<file path="config.mk">
export PLATFORM = sky130hd
export DESIGN_NAME = ppfs_divider
export DESIGN_NICKNAME = d
export VERILOG_FILES = /design/src/rtl/ppfs_pkg.sv /design/src/rtl/ppfs_divider.sv
export SDC_FILE = /design/constraint.sdc
export NUM_CORES = 1
export LEC_CHECK = 0
export BUFFER_PORTS_ARGS = -buffer_cell sky130_fd_sc_hd__buf_2
export CAP_MARGIN = 25
export CELL_PAD_IN_SITES_DETAIL_PLACEMENT = 1
export CELL_PAD_IN_SITES_GLOBAL_PLACEMENT = 2
export CORE_MARGIN = 5
export CORE_UTILIZATION = 40
export CTS_CLUSTER_DIAMETER = 150
export DETAILED_ROUTE_END_ITERATION = 6
export PLACE_DENSITY_LB_ADDON = 0.1
export RECOVER_POWER = 25
export SKIP_LAST_GASP = 1
export SLEW_MARGIN = 5
export SYNTH_ARGS = -nofsm -noshare
export SYNTH_HDL_FRONTEND = slang
export SYNTH_SLANG_ARGS = --single-unit
</file>
<file path="constraint.sdc">
create_clock -name clk_i -period 4.75 [get_ports clk_i]
set_input_delay 1.1875 -clock clk_i [delete_from_list [all_inputs] [get_ports clk_i]]
set_output_delay 1.1875 -clock clk_i [all_outputs]
set_load 0.02 [all_outputs]
</file>
<file path="src/rtl/ppfs_pkg.sv">
package ppfs_pkg;

  localparam int unsigned PosW  = 32;
  localparam int unsigned GainW = 16;
  localparam logic [GainW-1:0] GainReset = 16'd256;

  typedef enum logic [1:0] {
    MODE_TICK   = 2'd0,
    MODE_WRITE  = 2'd1,
    MODE_REMOVE = 2'd2,
    MODE_HOLD   = 2'd3
  } mode_e;

  typedef enum logic [3:0] {
    ST_IDLE,
    ST_SCAN_I,
    ST_RD_I,
    ST_SCAN_J,
    ST_RD_J,
    ST_DIFF,
    ST_SQRT,
    ST_DIV_INV,
    ST_F,
    ST_DIV_CX,
    ST_DIV_CY,
    ST_MUL,
    ST_ACC,
    ST_OUT
  } state_e;

endpackage

</file>
<file path="src/rtl/ppfs_divider.sv">
module ppfs_divider
  import ppfs_pkg::*;
(
  input  logic        clk_i,
  input  logic        rst_ni,
  input  logic        start_i,
  input  logic [63:0] num_i,
  input  logic [63:0] den_i,
  output logic        done_o,
  output logic [63:0] quo_o
);

  // restoring divider, one quotient bit per cycle
  logic [63:0] num_q, num_d, quo_q, quo_d;
  logic [64:0] rem_q, rem_d;
  logic [63:0] den_q, den_d;
  logic [6:0]  cnt_q, cnt_d;
  logic        busy_q, busy_d, done_q, done_d;
  logic [64:0] trial;

  always_comb begin
    num_d  = num_q;
    quo_d  = quo_q;
    rem_d  = rem_q;
    den_d  = den_q;
    cnt_d  = cnt_q;
    busy_d = busy_q;
    done_d = 1'b0;
    trial  = {rem_q[63:0], num_q[63]};
    if (start_i) begin
      num_d  = num_i;
      den_d  = den_i;
      rem_d  = '0;
      quo_d  = '0;
      cnt_d  = 7'd64;
      busy_d = 1'b1;
    end else if (busy_q) begin
      num_d = {num_q[62:0], 1'b0};
      if (trial >= {1'b0, den_q}) begin
        rem_d = trial - {1'b0, den_q};
        quo_d = {quo_q[62:0], 1'b1};
      end else begin
        rem_d = trial;
        quo_d = {quo_q[62:0], 1'b0};
      end
      cnt_d = cnt_q - 7'd1;
      if (cnt_q == 7'd1) begin
        busy_d = 1'b0;
        done_d = 1'b1;
      end
    end
  end

  always_ff @(posedge clk_i or negedge rst_ni) begin
    if (!rst_ni) begin
      busy_q <= 1'b0;
      done_q <= 1'b0;
      cnt_q  <= '0;
    end else begin
      busy_q <= busy_d;
      done_q <= done_d;
      cnt_q  <= cnt_d;
    end
  end

  always_ff @(posedge clk_i) begin
    num_q <= num_d;
    quo_q <= quo_d;
    rem_q <= rem_d;
    den_q <= den_d;
  end

  assign done_o = done_q;
  assign quo_o  = quo_q;

endmodule

</file>
After elaboration in Yosys (flattened, before gate mapping)
Cells that the tools add are included.

Register bits after elaboration: 265. Word-level logic and storage cells: 24. Output and inout port bits: 65. Bits of input ports: 131.

Muxes and demuxes: 12. $add $sub $neg: 2. Reduce and logical (&&, ||, !) cells: 1. Order comparisons: 1. Equality and inequality tests: 1.

Operator list (count): $mux W64 (3); $ge A65 B64 Y1 (1); $sub A64 B64 Y64 (1); $mux W7 (2); $eq A7 B1 Y1 const B (1); $mux W1 (7); $sub A7 B1 Y7 const B (1); $reduce_bool A2 Y1 (1).

Depth between registers and ports, before layout
Gate-level depths: netlist of run 1.

Depth after elaboration: 4. Depth in mapped cells: 15. Depth with buffers taken out: 13.

Worst setup path after synthesis of run 1
OpenSTA, ideal clock, no wires.

Path type: input-to-reg. Start point: input start_i. End point: register num_q[0], enable pin. Setup time: 0.418 ns. Data required time: 4.332 ns. Path buffers: 1. Stages on the path: 3. Arrival time: 2.869 ns. Slack: 1.463 ns. Cell sequence: clkbuf_1 > nor2_1 > inv_1.

Longest elaborated chain between the ends: 1.

RTL lines: start: declaration (line ppfs_divider.sv:6) `input logic start_i,`; $reduce_bool A2 Y1 (no source line); end signal: assignment (line ppfs_divider.sv:67) `num_q <= num_d;`; end: declaration (line ppfs_divider.sv:14) `logic [63:0] num_q, num_d, quo_q, quo_d;`.

Every way passes these cells. A chain may end at the register's enable or synchronous reset.

Worst setup path in the final report of run 1
Start point: input start_i. End point: register num_q[35], enable pin.

Same word-level chain as after synthesis.

==> results of run 1 <==
==> cell usage in the layout, fill, tap and decap left out, drive strengths merged, types with 30 or more instances in the layout <==
cell type  Yosys  layout
a211oi        60      60
a21o          30      30
a21oi         72      72
buf           30     198
clkbuf        38      59
dfxtp        128     128
edfxtp       128     128
ha            66      66
inv           87      88
mux2          67      67
mux2i        117     117
nand2         91      91
nor2         168     168
o21ai         50      50
xnor2         38      38
==> worst paths after layout <==
kind                              to  slack [ns]  cells past startpoint  startpoint
min in group asynchronous   cnt_q[6]        0.54                      1      rst_ni
max reg2reg                 rem_q[7]        0.94                     14    den_q[6]
max in group asynchronous     busy_q        3.83                      1      rst_ni
min reg2reg                rem_q[25]        0.49                      2   rem_q[25]
max                        num_q[35]        0.92                      4     start_i
min                        rem_q[25]        0.49                      2   rem_q[25]
==> sequential cells by signal, indices dropped and copies added, names as in the netlist <==
register  flops
busy_q        1
quo_o        64
cnt_q         7
den_q        64
num_q        64
rem_q        64
done_o        1
==> tightest hold or removal path: stages, from the launching register on <==
cell	delay, ns
dfxtp_1	0.33
nand2_1	0.05
o21ai_0	0.06
==> logic make-up after synthesis <==
kind of cell,count (synthesis),synth area share
buffers and inverters,155,0.0455
muxes,184,0.136
DFF,265,0.467
adders and majority gates,67,0.0595
AOI/OAI and AO/OA,295,0.141
xor gates and xnor gates,65,0.0401
and+or+nand+nor,357,0.110
==> stage by stage <==
stage / std cells / setup WS [ns] / hold slack [ns] / power (uW)
floorplan: 1388 / 1.46 / 0.453 / 5650
global placement: 1988 / 1.04 / 0.473 / 6420
detailed placement: 1988 / 0.886 / 0.485 / 6490
CTS: 2046 / 0.884 / 0.420 / 8860
global route: 2046 / 0.559 / 0.525 / 9340
finish: 2048 / 0.915 / 0.495 / 8720
==> layer usage <==
metal | vias to the layer above | global-route usage
met4 | 10 | 0.0344
met1 | 5248 | 0.245
met2 | 161 | 0.325
met3 | 49 | 0.0469
li1 | 5367 | -
met5 | - | 0
==> power by group <==
group	total, uW	switching [uW]	internal [uW]	leakage [uW]
clock	2290	947	1340	0.000476
sequential	3040	257	2780	0.00245
combinational	3390	1970	1420	0.00460
total	8720	3180	5550	0.00753
==> layout make-up <==
class,count,area (um2),share of cell area
diodes,2,5.00,0.000303
clock buffers,50,897,0.0544
clock inverters,8,81.3,0.00493
inverters,87,327,0.0198
multi-input cells,968,6930,0.420
flip-flops and latches,265,6640,0.402
well taps,461,577,0.0349
repair buffers,207,1050,0.0637
==> results.json, run 1 <==
{
  "antenna_found_initial": 5,
  "min_path_type": "flop to flop",
  "cts_max_level": 1,
  "cts.sinks": 265,
  "leakagePower_uw": 0.00753,
  "num-fill-cells": 4031,
  "finalCoreUtilization": 0.467,
  "grt_setup_unrepaired": "false",
  "maxCapViolCount": 2,
  "nets": 1758,
  "cts_made_buffers": 31,
  "grt_usage": 0.189,
  "skew_ns": 0.0183,
  "final_area_um2": 16500,
  "clock-root-buffer": "clkbuf_16",
  "crit_family": "buffers and inverters",
  "netlist_instances": 1388,
  "vias_per_cell": 5.29,
  "maxUsedRoutingLayer": "met5",
  "met1_length_mm": 17.2,
  "synthFlopType": "edfxtp_1",
  "crit_buf_inv": 3,
  "rows": 69,
  "num_vias": 10800,
  "core_area_um2": 35300,
  "yosysSeqAreaShare": 0.467,
  "ys_warn_count": 0,
  "die_h_um": 198,
  "fmax_ghz": 0.261,
  "ys_async_sr_fraction": 0.0340,
  "max-vdd-ir-drop_mv": 0.384,
  "synth_area_leaders": "edfxtp_1, dfxtp_1, mux2i_1, ha_1, mux2_2",
  "yosysMostFrequentCell": "nor2_1",
  "place_congestion": 0.794,
  "route.met3.wl_mm": 1.92,
  "p_per_area_nw_per_um2": 528,
  "synth_cell_types": 72,
  "grt_first_pass_wirelength_mm": 60.9,
  "period_share": 0.807,
  "cpPeakStageDelay_ns": 1.18,
  "routed_wl_mm": 37.9,
  "path_cells": "clkbuf_1 > nor2_1 > inv_2 > buf_4",
  "area_growth_pct": 16.2,
  "cts.clk_slew.worst_paths_ns": 0.06,
  "crit_slowest_cell": "clkbuf_1",
  "cp-end-kind": "flop",
  "synth_common_cells": "nor2_1, dfxtp_1, edfxtp_1",
  "setup_viol": 0,
  "post-cts-setup-buffer-count": 0,
  "cts_buffer_depth": 3,
  "synth_edf_count": 128,
  "cts_resized": 0,
  "place_area_um2": 15500,
  "grt_pass1_vias": 11500,
  "synth.largest_area_cell": "edfxtp_1",
  "critPathKind": "primary input to flop",
  "wl_per_cell_um": 18.5,
  "hpwl_mm": 28.1,
  "cts_hold_buf": 0,
  "final_layout_size_suffix_gt1_frac": 0.208,
  "arrival_ns": 4.09,
  "grt_start_max_net_pins": 77,
  "initial_core_util": 0.402,
  "setup_tns_ns": 0,
  "synth.avg_cell_area_um2": 10.2,
  "status": "finished with violations",
  "clk-insertion-delay-late_ns": 0.59,
  "drc_errors": 0,
  "hold_viol": 0,
  "cp.required_ns": 5.01,
  "crit_fanout": 35,
  "cts_tree": "yes",
  "syn_nets": 1586,
  "io_buffers": 195,
  "chipWidth_um": 198,
  "violations": "capacitance limit, slew limit",
  "drtPass1Iterations": 4,
  "netlist.area_leader.share": 0.271,
  "dr_wl_met2_mm": 18.1,
  "tightest_slew_ns": 1.68,
  "dieArea_um2": 39400,
  "pin_count": 196,
  "gr-total-overflow": 0,
  "period_needed_ns": 3.83,
  "ys_ff_latch": 265,
  "startpoint_type": "primary input",
  "slew_headroom": -0.121,
  "final_max_slew_viol_count": 106,
  "synth_area_um2": 14200,
  "route.antenna.remaining_nets": 0,
  "drt_iter0_markers": 329
}
No activity file was read; power rests on OpenSTA's default activity.
==> run 2: changes to the inputs <==
--- a/config.mk
+++ b/config.mk
@@ -10,7 +10,7 @@
 export CELL_PAD_IN_SITES_DETAIL_PLACEMENT = 1
 export CELL_PAD_IN_SITES_GLOBAL_PLACEMENT = 2
 export CORE_MARGIN = 5
-export CORE_UTILIZATION = 40
+export CORE_UTILIZATION = 34
 export CTS_CLUSTER_DIAMETER = 150
 export DETAILED_ROUTE_END_ITERATION = 6
 export PLACE_DENSITY_LB_ADDON = 0.1
==> constraint.sdc (replaced) <==
create_clock -name clk_i -period 3.2 [get_ports clk_i]
set_input_delay 0.8 -clock clk_i [delete_from_list [all_inputs] [get_ports clk_i]]
set_output_delay 0.8 -clock clk_i [all_outputs]
set_load 0.02 [all_outputs]
==> run 2 against run 1 <==
  * The flow now finishes without violations
  * Clock power increased by 60%
  * Sequential power is 47% higher
  * Clock-buffer cell count fell by 7
  * Critical path depth increased by 11
  * Die area up 17%
  * Sequential share of layout area decreased by 4.6 points
  * Total power is 75% higher
  * Flip-flop and latch count is the same
  * Cell count increased by 12%
  * Clock skew grew 0.0052 ns
  * Hold slack got worse by 0.30 ns
  * First-iteration DRC count increased by 44%
  * Largest cell class unchanged
==> results.json, run 2 (synthesis gave the netlist of run 1 again) <==
{
  "multi_input_area_um2": 7430,
  "area_growth_pct": 31.2,
  "num_vias": 11500,
  "switching_share": 0.359,
  "num_antenna_cells": 0,
  "antenna_found_initial": 4,
  "grt_setup_unrepaired": "true",
  "min_path_type": "primary input to async pin",
  "critPathKind": "flop to flop",
  "initial_core_util": 0.346,
  "cts_made_buffers": 34,
  "power_switching_uw": 5500,
  "num-fill-cells": 4607,
  "status": "finished clean",
  "grt_pass1_vias": 12300,
  "max-vdd-ir-drop_mv": 0.358,
  "cts.sinks": 265,
  "grt_first_pass_wirelength_mm": 66.9,
  "maxCapViolCount": 0,
  "rows": 74,
  "vias_per_cell": 5.01,
  "period_needed_ns": 3.13,
  "final_cell_mix": "buf_2, nor2_1, buf_4, edfxtp_1, dfxtp_1",
  "dieArea_um2": 46000,
  "cp.required_ns": 3.68,
  "final.setup.worst_slack_ns": 0.0704,
  "die_h_um": 214,
  "period_share": 0.978,
  "skew_ns": 0.0235,
  "grt_start_max_net_pins": 75,
  "cts_hold_buf": 0,
  "layout_commonest_cell": "buf_2",
  "slew_headroom": 0.444,
  "cts_max_level": 2,
  "p_seq_frac": 0.293,
  "pwr-share-comb": 0.468,
  "pre_cts_ws_ns": -0.244,
  "leakagePower_uw": 0.00851,
  "clk-insertion-delay-late_ns": 0.56,
  "cts_buffer_depth": 3,
  "r2r-start": "den_q[1]",
  "io_buffers": 195,
  "place_inst": 2211,
  "clock-root-buffer": "clkbuf_16",
  "pin_count": 196,
  "place_congestion": 0.824,
  "final_max_slew_viol_count": 0,
  "reg2reg_depth": 15,
  "routed_wl_mm": 41.9,
  "drt_iter0_markers": 473,
  "drc_errors": 0,
  "route.antenna.remaining_nets": 0,
  "nets": 1927,
  "final_cells": 2286,
  "p_clk_frac": 0.239,
  "p_per_area_nw_per_um2": 821,
  "reg2reg_to": "rem_q[56]",
  "tightest_slew_ns": 0.833,
  "cts.clk_slew.worst_paths_ns": 0.06,
  "drtPass1Iterations": 5,
  "grt_usage": 0.176,
  "core_area_um2": 41100,
  "startpoint_type": "flop",
  "cp-end-kind": "flop",
  "fmax_ghz": 0.320,
  "register_area_um2": 6640,
  "crit_fanout": 10,
  "setup_viol": 0,
  "final_layout_size_suffix_gt1_frac": 0.333,
  "arrival_ns": 3.61,
  "hpwl_mm": 30.8,
  "chipWidth_um": 214,
  "wl_per_cell_um": 18.3,
  "rrSetupSlack_ns": 0.07,
  "gr-total-overflow": 0,
  "internal_power_uw": 9800,
  "power.total_uw": 15300,
  "cts_tree": "yes",
  "hold_viol": 0
}
-- run 2: worst max path at each step --
stage / from / end / slack, ns / cells past startpoint
CTS: den_q[38] / rem_q[63] / -0.02 / 16
global placement: num_q[63] / rem_q[60] / -0.23 / 13
global route: num_q[63] / rem_q[62] / -0.11 / 13
finish: den_q[1] / rem_q[56] / 0.07 / 15
detailed placement: num_q[63] / rem_q[60] / -0.24 / 13
floorplan: den_q[1] / rem_q[44] / 0.23 / 14
-- run 2: power groups by stage --
stage,clock [uW],sequential [uW],combinational [uW]
finish,3660,4480,7160
global route,3960,4550,7830
CTS,3800,4470,6560
detailed placement,0,4520,6350
global placement,0,4510,6290
floorplan,0,4450,3950
-- run 2: repair_timing --
| item | in CTS | in global routing |
|---|---|---|
| pin swaps | 9 | 22 |
| resized for setup | 18 | 94 |
| setup endpoints to repair | 64 | 65 |
| buffers inserted | 2 | 7 |
| cloned | 1 | 4 |
-- run 2: metal layers --
| layer | part of all wire | track usage |
|---|---|---|
| met3 | 0.046 | 0.0439 |
| met5 | 0.0014 | 0 |
| met4 | 0.019 | 0.0462 |
| met1 | 0.45 | 0.229 |
| met2 | 0.48 | 0.295 |
-- run 2: area by class of cell --
class | instances | share of cell area
Multi-Input combinational cell | 968 | 0.399
Sequential cell | 265 | 0.356
Timing Repair Buffer | 373 | 0.135
Clock buffer | 43 | 0.0491
Tap cell | 532 | 0.0357
Inverter | 87 | 0.0175
Clock inverter | 18 | 0.00786
-- run 2: stage by stage --
stage / area (um2) / hold WS, ns / utilization / setup TNS [ns]
floorplan: 14200 / 0.453 / - / 0
global placement: 16900 / 0.467 / 0.410 / -5.25
detailed placement: 16900 / 0.482 / 0.410 / -9.65
CTS: 18100 / 0.0611 / 0.439 / -0.0256
global route: 18600 / 0.207 / 0.453 / -1.25
finish: 18600 / 0.190 / 0.453 / 0
-- run 2: critical path, cell delays in order (launching register included) --
cell and delay (ns):
edfxtp_1 0.39, inv_1 0.07, ha_1 0.23, nor2b_1 0.15, o2111a_1 0.27, buf_4 0.16
o21ai_2 0.11, and4bb_2 0.32, nor2_4 0.06, o41ai_4 0.26, o211a_4 0.22, o21ai_4 0.07
buf_12 0.20, buf_12 0.15, o31ai_1 0.26, o21bai_1 0.15
